===== config.mk =====
export PLATFORM = sky130hd
export DESIGN_NAME = mm_ctrl
export DESIGN_NICKNAME = d
export VERILOG_FILES = /design/src/rtl/mm_pkg.sv /design/src/rtl/mm_ctrl.sv
export VERILOG_INCLUDE_DIRS = /design/src /design/src/rtl
export SDC_FILE = /design/constraint.sdc
export NUM_CORES = 1
export LEC_CHECK = 0
export BUFFER_PORTS_ARGS = -buffer_cell sky130_fd_sc_hd__buf_2
export CAP_MARGIN = 10
export CORE_ASPECT_RATIO = 0.5
export CORE_UTILIZATION = 58
export DETAILED_ROUTE_END_ITERATION = 16
export MAX_ROUTING_LAYER = met4
export PLACE_DENSITY = 0.93
export SETUP_SLACK_MARGIN = 0.2
export SLEW_MARGIN = 20
export SYNTH_ARGS = -nofsm -noshare
export SYNTH_HDL_FRONTEND = slang
export SYNTH_SLANG_ARGS = --single-unit

===== constraint.sdc =====
create_clock -name clk -period 5.3 [get_ports clk]
set_input_delay 0 -clock clk [delete_from_list [all_inputs] [get_ports clk]]
set_output_delay 0 -clock clk [all_outputs]
set_load 0.02 [all_outputs]

===== src/rtl/assert_macros.svh =====
// Assertion macros shared by the matrix product engine modules.
`ifndef ASSERT_MACROS_SVH
`define ASSERT_MACROS_SVH
`ifndef ASSERT_OFF
`define ASSERT_IMPLIES(label, clk, rst_n, ante, cons, msg) \
	label: assert property (@(posedge clk) disable iff (!rst_n) (ante) |-> (cons)) else $error(msg);
`define ASSERT_NEXT(label, clk, rst_n, ante, cons, msg) \
	label: assert property (@(posedge clk) disable iff (!rst_n) (ante) |=> (cons)) else $error(msg);
`else
`define ASSERT_IMPLIES(label, clk, rst_n, ante, cons, msg)
`define ASSERT_NEXT(label, clk, rst_n, ante, cons, msg)
`endif
`endif


===== src/rtl/mm_pkg.sv =====
// Types, codes and defaults shared by the matrix product engine.
package mm_pkg;

	localparam int MAX_DIM_DEF   = 16;
	localparam int FRAC_BITS_DEF = 16;
	localparam int MAX_OUT_COLS  = 16;
	localparam int DIM_W         = 5;
	localparam int IDX_W         = 4;
	localparam int VAL_W         = 32;
	localparam int CFG_IDX_W     = 3;

	localparam logic [1:0] KIND_LOAD_A = 2'd0;
	localparam logic [1:0] KIND_LOAD_B = 2'd1;
	localparam logic [1:0] KIND_ROW    = 2'd2;

	localparam logic [CFG_IDX_W-1:0] REG_A_ROWS    = 3'd0;
	localparam logic [CFG_IDX_W-1:0] REG_A_COLS    = 3'd1;
	localparam logic [CFG_IDX_W-1:0] REG_B_ROWS    = 3'd2;
	localparam logic [CFG_IDX_W-1:0] REG_B_COLS    = 3'd3;
	localparam logic [CFG_IDX_W-1:0] REG_DEST_ROWS = 3'd4;
	localparam logic [CFG_IDX_W-1:0] REG_DEST_COLS = 3'd5;

	typedef enum logic [1:0] {
		ST_OK,
		ST_OPERAND,
		ST_DEST,
		ST_ROW
	} status_t;

	typedef enum logic [2:0] {
		S_IDLE,
		S_CLEAR,
		S_ISSUE,
		S_WAIT,
		S_EMIT
	} ctl_state_t;

	// Commands from the controller to the datapath.
	typedef struct packed {
		logic             wr_a;
		logic             wr_b;
		logic             rd;
		logic             acc_clear;
		logic             emit;
		status_t          status;
		logic             last;
		logic [IDX_W-1:0] out_row;
		logic [IDX_W-1:0] out_col;
	} dp_cmd_t;

	// Status from the datapath back to the controller.
	typedef struct packed {
		logic busy;
		logic out_free;
	} dp_status_t;

endpackage


===== src/rtl/mm_ctrl.sv =====
// Controller: configuration registers, dimension checks and the row/column/inner sequencer.
`include "assert_macros.svh"

module mm_ctrl import mm_pkg::*; #(
	parameter int MAX_DIM = MAX_DIM_DEF,
	parameter int AW      = 8
) (
	input  logic                 clk,
	input  logic                 arst_n,
	input  logic                 cfg_valid,
	output logic                 cfg_ready,
	input  logic [CFG_IDX_W-1:0] cfg_index,
	input  logic [DIM_W-1:0]     cfg_data,
	input  logic                 s_tvalid,
	output logic                 s_tready,
	input  logic [1:0]           kind,
	input  logic [IDX_W-1:0]     row_index,
	input  logic [IDX_W-1:0]     col_index,
	input  dp_status_t           dp_st,
	output dp_cmd_t              cmd,
	output logic [AW-1:0]        wr_addr,
	output logic [AW-1:0]        a_raddr,
	output logic [AW-1:0]        b_raddr
);

	localparam int KW = (MAX_DIM > 1) ? $clog2(MAX_DIM) : 1;
	localparam int IW = $clog2(MAX_DIM + 1);

	ctl_state_t state_q, state_d;

	logic [DIM_W-1:0] a_rows_q, a_cols_q, b_rows_q, b_cols_q, dest_rows_q, dest_cols_q;

	logic [IDX_W-1:0] row_q, row_d;
	logic [IDX_W-1:0] j_q, j_d;
	logic [KW-1:0]    k_q, k_d;
	logic [IW-1:0]    inner_q, inner_d;
	logic [DIM_W-1:0] ncols_q, ncols_d;
	status_t          status_q, status_d;

	logic    accept;
	logic    last_k, last_j;
	status_t chk;

	assign cfg_ready = 1'b1;

	always_ff @(posedge clk or negedge arst_n) begin
		if (!arst_n) begin
			a_rows_q    <= DIM_W'(1);
			a_cols_q    <= DIM_W'(1);
			b_rows_q    <= DIM_W'(1);
			b_cols_q    <= DIM_W'(1);
			dest_rows_q <= DIM_W'(1);
			dest_cols_q <= DIM_W'(1);
		end else if (cfg_valid) begin
			case (cfg_index)
				REG_A_ROWS:    a_rows_q    <= cfg_data;
				REG_A_COLS:    a_cols_q    <= cfg_data;
				REG_B_ROWS:    b_rows_q    <= cfg_data;
				REG_B_COLS:    b_cols_q    <= cfg_data;
				REG_DEST_ROWS: dest_rows_q <= cfg_data;
				REG_DEST_COLS: dest_cols_q <= cfg_data;
				default: ;
			endcase
		end
	end

	// Checks run in priority order: operands, destination, requested row.
	always_comb begin
		if (a_cols_q != b_rows_q) begin
			chk = ST_OPERAND;
		end else if (a_rows_q != dest_rows_q || b_cols_q != dest_cols_q) begin
			chk = ST_DEST;
		end else if (int'(row_index) >= int'(a_rows_q) || int'(row_index) >= MAX_DIM) begin
			chk = ST_ROW;
		end else begin
			chk = ST_OK;
		end
	end

	assign accept = s_tvalid & s_tready;
	assign last_k = (IW'(k_q) + IW'(1)) == inner_q;
	assign last_j = (DIM_W'(j_q) + DIM_W'(1)) == ncols_q;

	assign wr_addr = AW'(row_index) * AW'(MAX_DIM) + AW'(col_index);
	assign a_raddr = AW'(row_q) * AW'(MAX_DIM) + AW'(k_q);
	assign b_raddr = AW'(k_q) * AW'(MAX_DIM) + AW'(j_q);

	always_comb begin
		state_d     = state_q;
		row_d       = row_q;
		j_d         = j_q;
		k_d         = k_q;
		inner_d     = inner_q;
		ncols_d     = ncols_q;
		status_d    = status_q;
		s_tready    = 1'b0;
		cmd         = '0;
		cmd.status  = status_q;
		cmd.out_row = row_q;
		cmd.out_col = j_q;
		case (state_q)
			S_IDLE: begin
				s_tready = 1'b1;
				row_d    = row_index;
				j_d      = '0;
				k_d      = '0;
				inner_d  = (int'(a_cols_q) > MAX_DIM) ? IW'(MAX_DIM) : IW'(a_cols_q);
				if (int'(b_cols_q) > MAX_DIM || int'(b_cols_q) > MAX_OUT_COLS) begin
					ncols_d = (MAX_DIM < MAX_OUT_COLS) ? DIM_W'(MAX_DIM) : DIM_W'(MAX_OUT_COLS);
				end else begin
					ncols_d = b_cols_q;
				end
				status_d = chk;
				if (accept) begin
					case (kind)
						KIND_LOAD_A, KIND_LOAD_B: begin
							// Drop elements outside the stores.
							if (int'(row_index) < MAX_DIM && int'(col_index) < MAX_DIM) begin
								cmd.wr_a = (kind == KIND_LOAD_A);
								cmd.wr_b = (kind == KIND_LOAD_B);
							end
						end
						KIND_ROW: begin
							if (chk != ST_OK) begin
								state_d = S_EMIT;
							end else if (ncols_d != '0) begin
								state_d = S_CLEAR;
							end
						end
						default: ;
					endcase
				end
			end
			S_CLEAR: begin
				cmd.acc_clear = 1'b1;
				state_d = (inner_q == '0) ? S_WAIT : S_ISSUE;
			end
			S_ISSUE: begin
				cmd.rd = 1'b1;
				if (last_k) begin
					k_d     = '0;
					state_d = S_WAIT;
				end else begin
					k_d = k_q + KW'(1);
				end
			end
			S_WAIT: begin
				if (!dp_st.busy) begin
					state_d = S_EMIT;
				end
			end
			S_EMIT: begin
				if (dp_st.out_free) begin
					cmd.emit      = 1'b1;
					cmd.acc_clear = 1'b1;
					cmd.last      = (status_q != ST_OK) || last_j;
					if (status_q != ST_OK || last_j) begin
						state_d = S_IDLE;
					end else begin
						j_d     = j_q + IDX_W'(1);
						state_d = (inner_q == '0) ? S_WAIT : S_ISSUE;
					end
				end
			end
			default: state_d = S_IDLE;
		endcase
	end

	always_ff @(posedge clk or negedge arst_n) begin
		if (!arst_n) begin
			state_q <= S_IDLE;
		end else begin
			state_q <= state_d;
		end
	end

	always_ff @(posedge clk) begin
		row_q    <= row_d;
		j_q      <= j_d;
		k_q      <= k_d;
		inner_q  <= inner_d;
		ncols_q  <= ncols_d;
		status_q <= status_d;
	end

	`ASSERT_IMPLIES(a_emit_free, clk, arst_n, cmd.emit, dp_st.out_free, "result emitted into a full output register")
	`ASSERT_IMPLIES(a_accept_quiet, clk, arst_n, accept, !dp_st.busy, "transaction accepted while the pipeline still works")
	`ASSERT_NEXT(a_wait_done, clk, arst_n, (state_q == S_WAIT) && !dp_st.busy, state_q == S_EMIT, "drained pipeline did not lead to emit")

endmodule


---- Word level (Yosys, flattened, before mapping) ----
Cells that the tools add are included.
W data, S select, Z words.
storage, ports and cells
  bits in registers ....................... 57
  input port bits ......................... 24
  output and inout bits ................... 42
  word-level logic and storage cells ...... 97
operators by class
  $add $sub $neg .......................... 7
  order comparisons ....................... 3
  equality and inequality tests ........... 23
  multiplexer cells ....................... 30
  bitwise gates (word level) .............. 1
  reduce and logical (&&, ||, !) cells .... 20
operators with widths
  kind                   number
  $add A8 B4 Y8          3
  $mux W3                7
  $mux W2                8
  $pmux W4 S2            2
  $ne A5 B5 Y1           3
  $pmux W3 S5            1
  $eq A3 B2 Y1 const B   4
  $mux W4                3
  $reduce_and A2 Y1      6
  $add A4 B1 Y5 const B  2
  $eq A5 B5 Y1           2
  $gt A5 B5 Y1 const B   2
  $mux W5                2
  $ne A2 B2 Y1 const B   5
  $eq A3 B3 Y1 const B   3
  $add A4 B1 Y4 const B  2
  $reduce_bool A2 Y1     4
  $eq A3 B1 Y1 const B   2
  $logic_not A3 Y1       2
  $mux W1                6
  $reduce_and A6 Y1      1
  $ge A4 B5 Y1           1
  $logic_not A5 Y1       1
  $reduce_bool A5 Y1     1
  other kinds (10)       11

---- Longest topological paths before layout ----
Gate-level depths: netlist of run 1.
  word-level depth ........................ 9
  mapped depth ............................ 8
  mapped depth without buffers ............ 8

---- Least setup slack after synthesis of run 1 ----
Ideal clock, no wire load.
  path kind ............................... register to register
  start point ............................. register state_q[2]
  end point ............................... register state_q[2]
  data arrival time ....................... 2.951 ns
  path slack .............................. 2.229 ns
  cell stages (with the launch flop) ...... 6
  buffers on the path ..................... 1
  period minus slack after synthesis ...... 3.071 ns
  cells stage by stage .................... dfrtp_1 buf_6 nor3_1 nor4b_2 a31oi_1 a31o_1
on the way
  word-level cells in the longest chain between the ends .. 5
RTL lines
  element                      RTL line        text
  from (decl)                  mm_ctrl.sv:29   ctl_state_t state_q, state_d;
  from (signal assigned)       mm_ctrl.sv:173  state_q <= state_d;
  $logic_not A3 Y1             mm_ctrl.sv:101  case (state_q)
  $mux W1                      mm_ctrl.sv:101
  via s_tready                 mm_ctrl.sv:15   output logic s_tready,
  $and A1 B1 Y1                mm_ctrl.sv:80   assign accept = s_tvalid & s_tready;
  $ne A2 B2 Y1 (no line)       n/a
  $reduce_and A6 Y1 (no line)  n/a
The timed path passes the listed nets, and every way through them passes these cells.
A chain may end at the register's enable or synchronous reset.

==> results of run 1 <==
[placed cells by master, fill, tap and decap left out, types with 9 or more instances in the layout]
cell            n
xnor2_1         9
nand2_1        15
edfxtp_1       24
buf_2          56
dfrtp_1        27
nor2_1         26
dlygate4sd3_1  10
mux2_2         26
nor2b_1        11
xor2_1         17
clkbuf_8       10
inv_1          13
[metal layers]
| layer | track usage, % | up-vias |
|---|---|---|
| met5 | - | - |
| met2 | 44.7 | 79 |
| met1 | 30.2 | 1045 |
| met4 | 13.6 | 0 |
| met3 | 8.99 | 21 |
| li1 | - | 1001 |
[worst reg2reg max path: cells and delay by family (launching register included)]
family	cells	cell delay, ns
and+or+nand+nor	2	0.33
DFF	1	0.47
AOI/OAI and AO/OA	3	0.77
adders and majority gates	1	0.30
[sequential cells by signal, summed over array words and instances, names as in the netlist]
register and flops:
a_cols_q 5, a_rows_q 5, b_cols_q 5, b_rows_q 5
dest_cols_q 5, dest_rows_q 5, inner_q 5, ncols_q 5
j_q 4, k_q 4, row_q 4, state_q 3
status_q 2
[logic make-up after synthesis]
kind of cell               Yosys count  share of synthesized area, %
adders and majority gates            6                          2.46
and+or+nand+nor                     79                          14.1
DFF                                 57                          50.9
AOI/OAI and AO/OA                   28                          6.64
xor gates and xnor gates            27                          8.00
other                                1                         0.123
muxes                               26                          9.59
buffers and inverters               40                          8.16
[worst min path at each step]
stage | to | depth (start not counted) | slack [ns]
CTS | wr_addr[0] | 0 | 0.0002
floorplan | a_cols_q[1]$_DFFE_PN0P_ | 0 | -0.30
finish | wr_addr[0] | 0 | 0.000009
global placement | wr_addr[0] | 0 | 0.0002
global route | wr_addr[2] | 0 | 0.00005
detailed placement | wr_addr[0] | 0 | 0.0002
[power by group through the flow]
stage | logic (mW) | clock network, mW | registers [mW]
4_1_cts | 0.638 | 0.395 | 0.756
3_5_place_dp | 0.623 | 0 | 0.762
5_1_grt | 0.698 | 0.415 | 0.777
6_report | 0.645 | 0.390 | 0.759
2_1_floorplan | 0.493 | 0 | 0.759
3_3_place_gp | 0.594 | 0 | 0.748
[repair_timing]
action                     in CTS  in global routing
resized for setup               0                  0
hold endpoints to repair       59                  0
setup endpoints to repair       0                  0
hold buffers                   10                  0
[area by class of cell]
| cell class | instances | area share [%] |
|---|---|---|
| flip-flops and latches | 57 | 44.0 |
| multi-input cells | 167 | 35.5 |
| repair buffers | 67 | 11.0 |
| clock inverters | 5 | 0.993 |
| inverters | 13 | 1.38 |
| clock buffers | 11 | 4.61 |
| well taps | 70 | 2.48 |
==> impl_results.md, run 1 <==
* Clk buf depth at 2
* IO buf count at 56
* Synth top area share at 23.6%
* Area leader, netlist: edfxtp_1
* CP Launch Point: j_q[0]$_SDFFCE_PN0P_
* Total GRT Usage at 26.9%
* Syn Nets at 294
* Worst hold slack at 0.00000883 ns
* Ys Warns at 0
* Setup Skew at 0.00852 ns
* RSZ-0062 raised after global routing: no
* Required @ worst endpoint at 5.30 ns
* IR Drop Worst-Case VDD at 0.258 mV
* Util after Layout at 70.6%
* Sw Ratio at 38.6%
* Worst path max stage delay at 0.49 ns
* Share of layout cells above drive strength 1 at 35.6%
* Highest metal used: met4
* CTS tree: done
* DRC at 0
* Syn avg cell area at 11.6 µm²
* Core Rows at 18
* Via/cell ratio at 5.50
* Area of the multi-input gates at 1250 µm²
* Crit path max fanout at 6
* Finished Cell Area at 3530 µm²
* Leakage at 1.55 nW
* Sequential area share after synthesis at 50.9%
* Sequential share of power at 42.3%
* Core area at 5000 µm²
* Cell family with the largest share of critical-path delay: compound AO/OA/AOI/OAI gates
* Most common cell on crit path: nor3_1
* Final setup viols at 0
* DP HPWL at 4.49 mm
* DIE WIDTH at 105 µm
* Final #Nets at 345
* Crit path buf inv count at 1
* Antenna viol nets, final at 0
* P per Cell Area at 508 nW/µm²
* CP arrival at 2.27 ns
* Hold Path Class: input pin to output port
* WS Path Type: flop to output port
* Mapped Cells at 264
* Max Freq at 440 MHz
* Async set-reset flop share out of synthesis at 57.9%
* Max-slew headroom at 48.3%
* Sw power at 0.692 mW
* WL met2 at 3.27 mm
* CTS root buf: clkbuf_8
* Top cells by count, synth: 27 x dfrtp_1, 26 x mux2_2, 26 x nor2_1
* Setup crit end kind: output port
* Routability cong. at 0.908
* Worst Slack Setup Final at 3.03 ns
* Period utilisation layout at 42.9%
* Post-synthesis register bit count at 57
* MaxCap Viol Count at 0
* CTS Buf Count at 9
* Status: completed
* DRT Wirelength at 6.64 mm
* Pin count of the biggest net entering global routing at 34
* Reg2reg start: j_q[0]$_SDFFCE_PN0P_
* Vias in the first global route at 2084
* Top post-synthesis cells by area: edfxtp_1 24%, dfrtp_1 22%, mux2_2 9.6%, buf_4 5.4%, dfstp_2 5.2%
* Placed cells at 364
* Comb power frac at 36.0%
* Clock Pin Slew Worst Setup and Hold Paths at 0.06 ns
* Sink Count at 57
* Clk Latency, worst-skew pair at 0.34 ns
* Filler cells at 327
* Area added between synthesis and finish at 15.7%
* H-tree level count at 3
* Crit path time final at 2.27 ns
* Number of flops mapped to enable cells by yosys at 24
* Startpoint types: flop
* Initial DRC count at 81
* Post-Syn Area at 3050 µm²
* Main flop type after synthesis: dfrtp_1
* Post-placement cell area at 3230 µm²
* Overflow after GRT at 0
* Fin. max-slew vios at 0
* Crit path cell chain: ha_1, nor3_1, a211oi_1, o41a_1, nor3_1, buf_2
* Metal-1 WL at 2.81 mm
* Slowest cell on crit path: o41a_1
* Worst slack, placed at 3.20 ns
* Vias post-DR at 2146
* Worst Hold Launch: col_index[0]
* R2R setup slack at 3.18 ns
* Final total power at 1.79 mW
* Slew @ Worst Pin at 0.769 ns
* Initial core utilization at 61.0%
* # IOs at 66
* FF/Latch Area at 1550 µm²
* Post-CTS setup buffer count at 0
* DIE AREA at 5570 µm²
* Met3 WL at 338 µm
* First-pass GRT wire length at 10.4 mm
* Average wire per standard cell at 17.0 µm
* Fin. Hold Viols at 0
* R2R Path End: j_q[1]$_SDFFCE_PN0P_
* Finished Layout Cells at 390
* Internal at 1.10 mW
* Count leader, synth: dfrtp_1
* Clock share of power at 21.7%
* Crit path depth at 6
* R2R depth at 6
* Crit path to: cmd[8]
* N_diodes at 0
* Setup TNS Final at 0 ns
* Drt pass-1 iters at 4
* Initial antenna violation count at 0
* Yosys cell types at 49
* Die height at 53.3 µm
Power figures use the tool's default switching activity.
==> inputs of run 2 (changes only) <==
Settings changed: CORE_UTILIZATION 58 to 54, PLACE_DENSITY 0.93 to 0.88.
Clock period 5.3 ns to 2.3 ns, I/O delays scaled along.
==> impl_results.md, run 2 (synthesis gave the netlist of run 1 again) <==
* Status: completed
* Util after Layout at 71.0% (+0.39 points)
* Commonest cells after routing, fill and taps aside: 54 x buf_2, 27 x dfrtp_1, 26 x mux2_2
* H-tree level count at 3 (unchanged)
* Area added between synthesis and finish at 20.5%
* Antenna viol nets, final at 0 (unchanged)
* CTS tree: done
* R2R setup slack at 0.27 ns (-2.91 ns)
* Routability cong. at 0.819 (-9.8%)
* DRC at 0 (unchanged)
* Drt pass-1 iters at 4 (unchanged)
* Leakage at 1.60 nW (+3.2%)
* R2R Path End: state_q[2]$_DFFE_PN0P_
* CTS root buf: clkbuf_16
* Fin. max-slew vios at 0 (unchanged)
* Share of layout cells above drive strength 1 at 38.1% (+2.5 points)
* Worst Hold Launch: col_index[0]
* Crit path time final at 2.05 ns
* Max Freq at 488 MHz
* Initial core utilization at 58.9% (-2.1 points)
* IR Drop Worst-Case VDD at 0.789 mV (+210%)
* Reg2reg start: a_rows_q[0]$_DFFE_PN1P_
* Worst Slack Setup Final at 0.251 ns (-2.78 ns)
* Setup Skew at 0.00527 ns (-0.00325 ns)
* Clock Pin Slew Worst Setup and Hold Paths at 0.05 ns (about the same)
* Vias post-DR at 2175 (+1.4%)
* Initial antenna violation count at 0 (unchanged)
* Finished Layout Cells at 393 (+0.77%)
* Sw Ratio at 35.9% (-2.7 points)
* Vias in the first global route at 2070 (-0.67%)
* Worst slack, placed at 0.273 ns (-2.93 ns)
* Slew @ Worst Pin at 0.761 ns (-0.00753 ns)
* MaxCap Viol Count at 0 (unchanged)
* Clock share of power at 25.9% (+4.2 points)
* First-pass GRT wire length at 10.2 mm (-1.6%)
* Sink Count at 57 (unchanged)
* P per Cell Area at 1250 nW/µm² (+150%)
* Final setup viols at 0 (unchanged)
* Average wire per standard cell at 16.9 µm (-1.0%)
* Final #Nets at 348 (+0.87%)
* Setup crit end kind: output port
* WS Path Type: flop to output port
* Endpoint, Worst Hold: wr_addr[0]
* Die height at 55.2 µm (+3.5%)
* Placed cells at 367 (+0.82%)
* Fin. Hold Viols at 0 (unchanged)
* DRT Wirelength at 6.62 mm (-0.26%)
* Sequential share of power at 37.4% (-4.9 points)
* Total GRT Usage at 24.9% (-2.0 points)
* Max-slew headroom at 49.2% (+0.90 points)
* Worst hold path cell count at 0 (unchanged)
* Required @ worst endpoint at 2.30 ns (-3.00 ns)
* Startpoint types: flop
* Core area at 5180 µm² (+3.6%)
* Via/cell ratio at 5.53 (+0.58%)
* CTS Buf Count at 9 (unchanged)
* DIE AREA at 5970 µm² (+7.2%)
* Crit path max fanout at 10 (+4)
* IO buf count at 56 (unchanged)
* Clk buf depth at 2 (unchanged)
* Setup TNS Final at 0 ns (unchanged)
* Internal at 2.94 mW (+170%)
* Pin count of the biggest net entering global routing at 34 (unchanged)
* Clk Latency, worst-skew pair at 0.32 ns (-0.02 ns)
* N_diodes at 0 (unchanged)
* R2R depth at 6 (unchanged)
* Sw power at 1.65 mW (+140%)
* Initial DRC count at 99 (+22%)
* Hold Path Class: input pin to output port
* Comb power frac at 36.7% (+0.7 points)
* Overflow after GRT at 0 (unchanged)
* Period utilisation layout at 89.1%
* # IOs at 66 (unchanged)
* DP HPWL at 4.64 mm (+3.2%)
* RSZ-0062 raised after global routing: yes
* Commonest non-fill, non-tap cell in the layout: buf_2
* Core Rows at 18 (unchanged)
* DIE WIDTH at 108 µm (+3.6%)
* CP arrival at 2.05 ns (-0.22 ns)
==> run 2: cell count changes in the layout (fill, tap and decap cells not counted), sizes merged <==
| cell | delta |
|---|---|
| clkbuf | +5 |
| dlygate4sd3 | -3 |
| clkinv | -3 |
| inv | -2 |
| buf | +6 |
==> run 2: metal layers <==
layer  share of wire [%]  global-route usage [%]
met5                   0                       -
met4                 1.4                    11.7
met3                 6.3                    7.38
met2                  49                    41.5
met1                  44                    28.8
==> run 2: worst max-delay path, cell delays in order, from the launching register on <==
cell and delay (ns):
dfrtp_1 0.52, or3b_1 0.56, nor2_1 0.19, a21oi_1 0.08, o21ai_2 0.12, nor2_1 0.10, buf_4 0.17
==> run 2: final cells by class <==
| cell class | count | area [µm²] |
|---|---|---|
| clock buffer | 16 | 272 |
| fill | 339 | 1500 |
| inverter | 13 | 48.8 |
| multi-input combinational | 167 | 1310 |
| sequential | 57 | 1550 |
| tap | 70 | 87.6 |
| timing repair buffer | 70 | 408 |
==> run 2: power by group through the flow <==
stage               clock network (mW)  logic, mW  registers [mW]
finish                            1.19       1.69            1.72
floorplan                            0       1.15            1.75
detailed placement                   0       1.52            1.72
global route                      1.25       1.82            1.75
global placement                     0       1.46            1.69
CTS                               1.20       1.61            1.69
==> run 2: worst max-delay path by stage <==
stage / end / from / slack, ns / cells after the start
2_1_floorplan: state_q[1]$_DFFE_PN0P_ / k_q[0]$_SDFFCE_PN0P_ / 0.24 / 7
3_3_place_gp: state_q[0]$_DFFE_PN0P_ / j_q[1]$_SDFFCE_PN0P_ / 0.37 / 6
3_5_place_dp: state_q[2]$_DFFE_PN0P_ / a_rows_q[0]$_DFFE_PN1P_ / 0.27 / 6
4_1_cts: cmd[8] / k_q[0]$_SDFFCE_PN0P_ / 0.20 / 7
5_1_grt: cmd[11] / k_q[0]$_SDFFCE_PN0P_ / 0.15 / 7
6_report: cmd[11] / state_q[0]$_DFFE_PN0P_ / 0.25 / 6
==> run 2: metrics by stage <==
step | total power [mW] | hold slack, ns | area, µm²
2_1_floorplan | 2.90 | -0.296 | 3060
3_3_place_gp | 3.15 | 0.000236 | 3260
3_5_place_dp | 3.24 | 0.000236 | 3260
4_1_cts | 4.51 | 0.000236 | 3630
5_1_grt | 4.82 | 0.0000527 | 3680
6_report | 4.59 | 0.00000884 | 3680
==> run 2: timing repair <==
item / CTS / global route
setup buffers: 3 / 0
pin swaps: 0 / 1
endpoints found under the setup margin: 2 / 9
hold buffers: 7 / 0
endpoints found under the hold margin: 33 / 0
resized for setup: 2 / 9
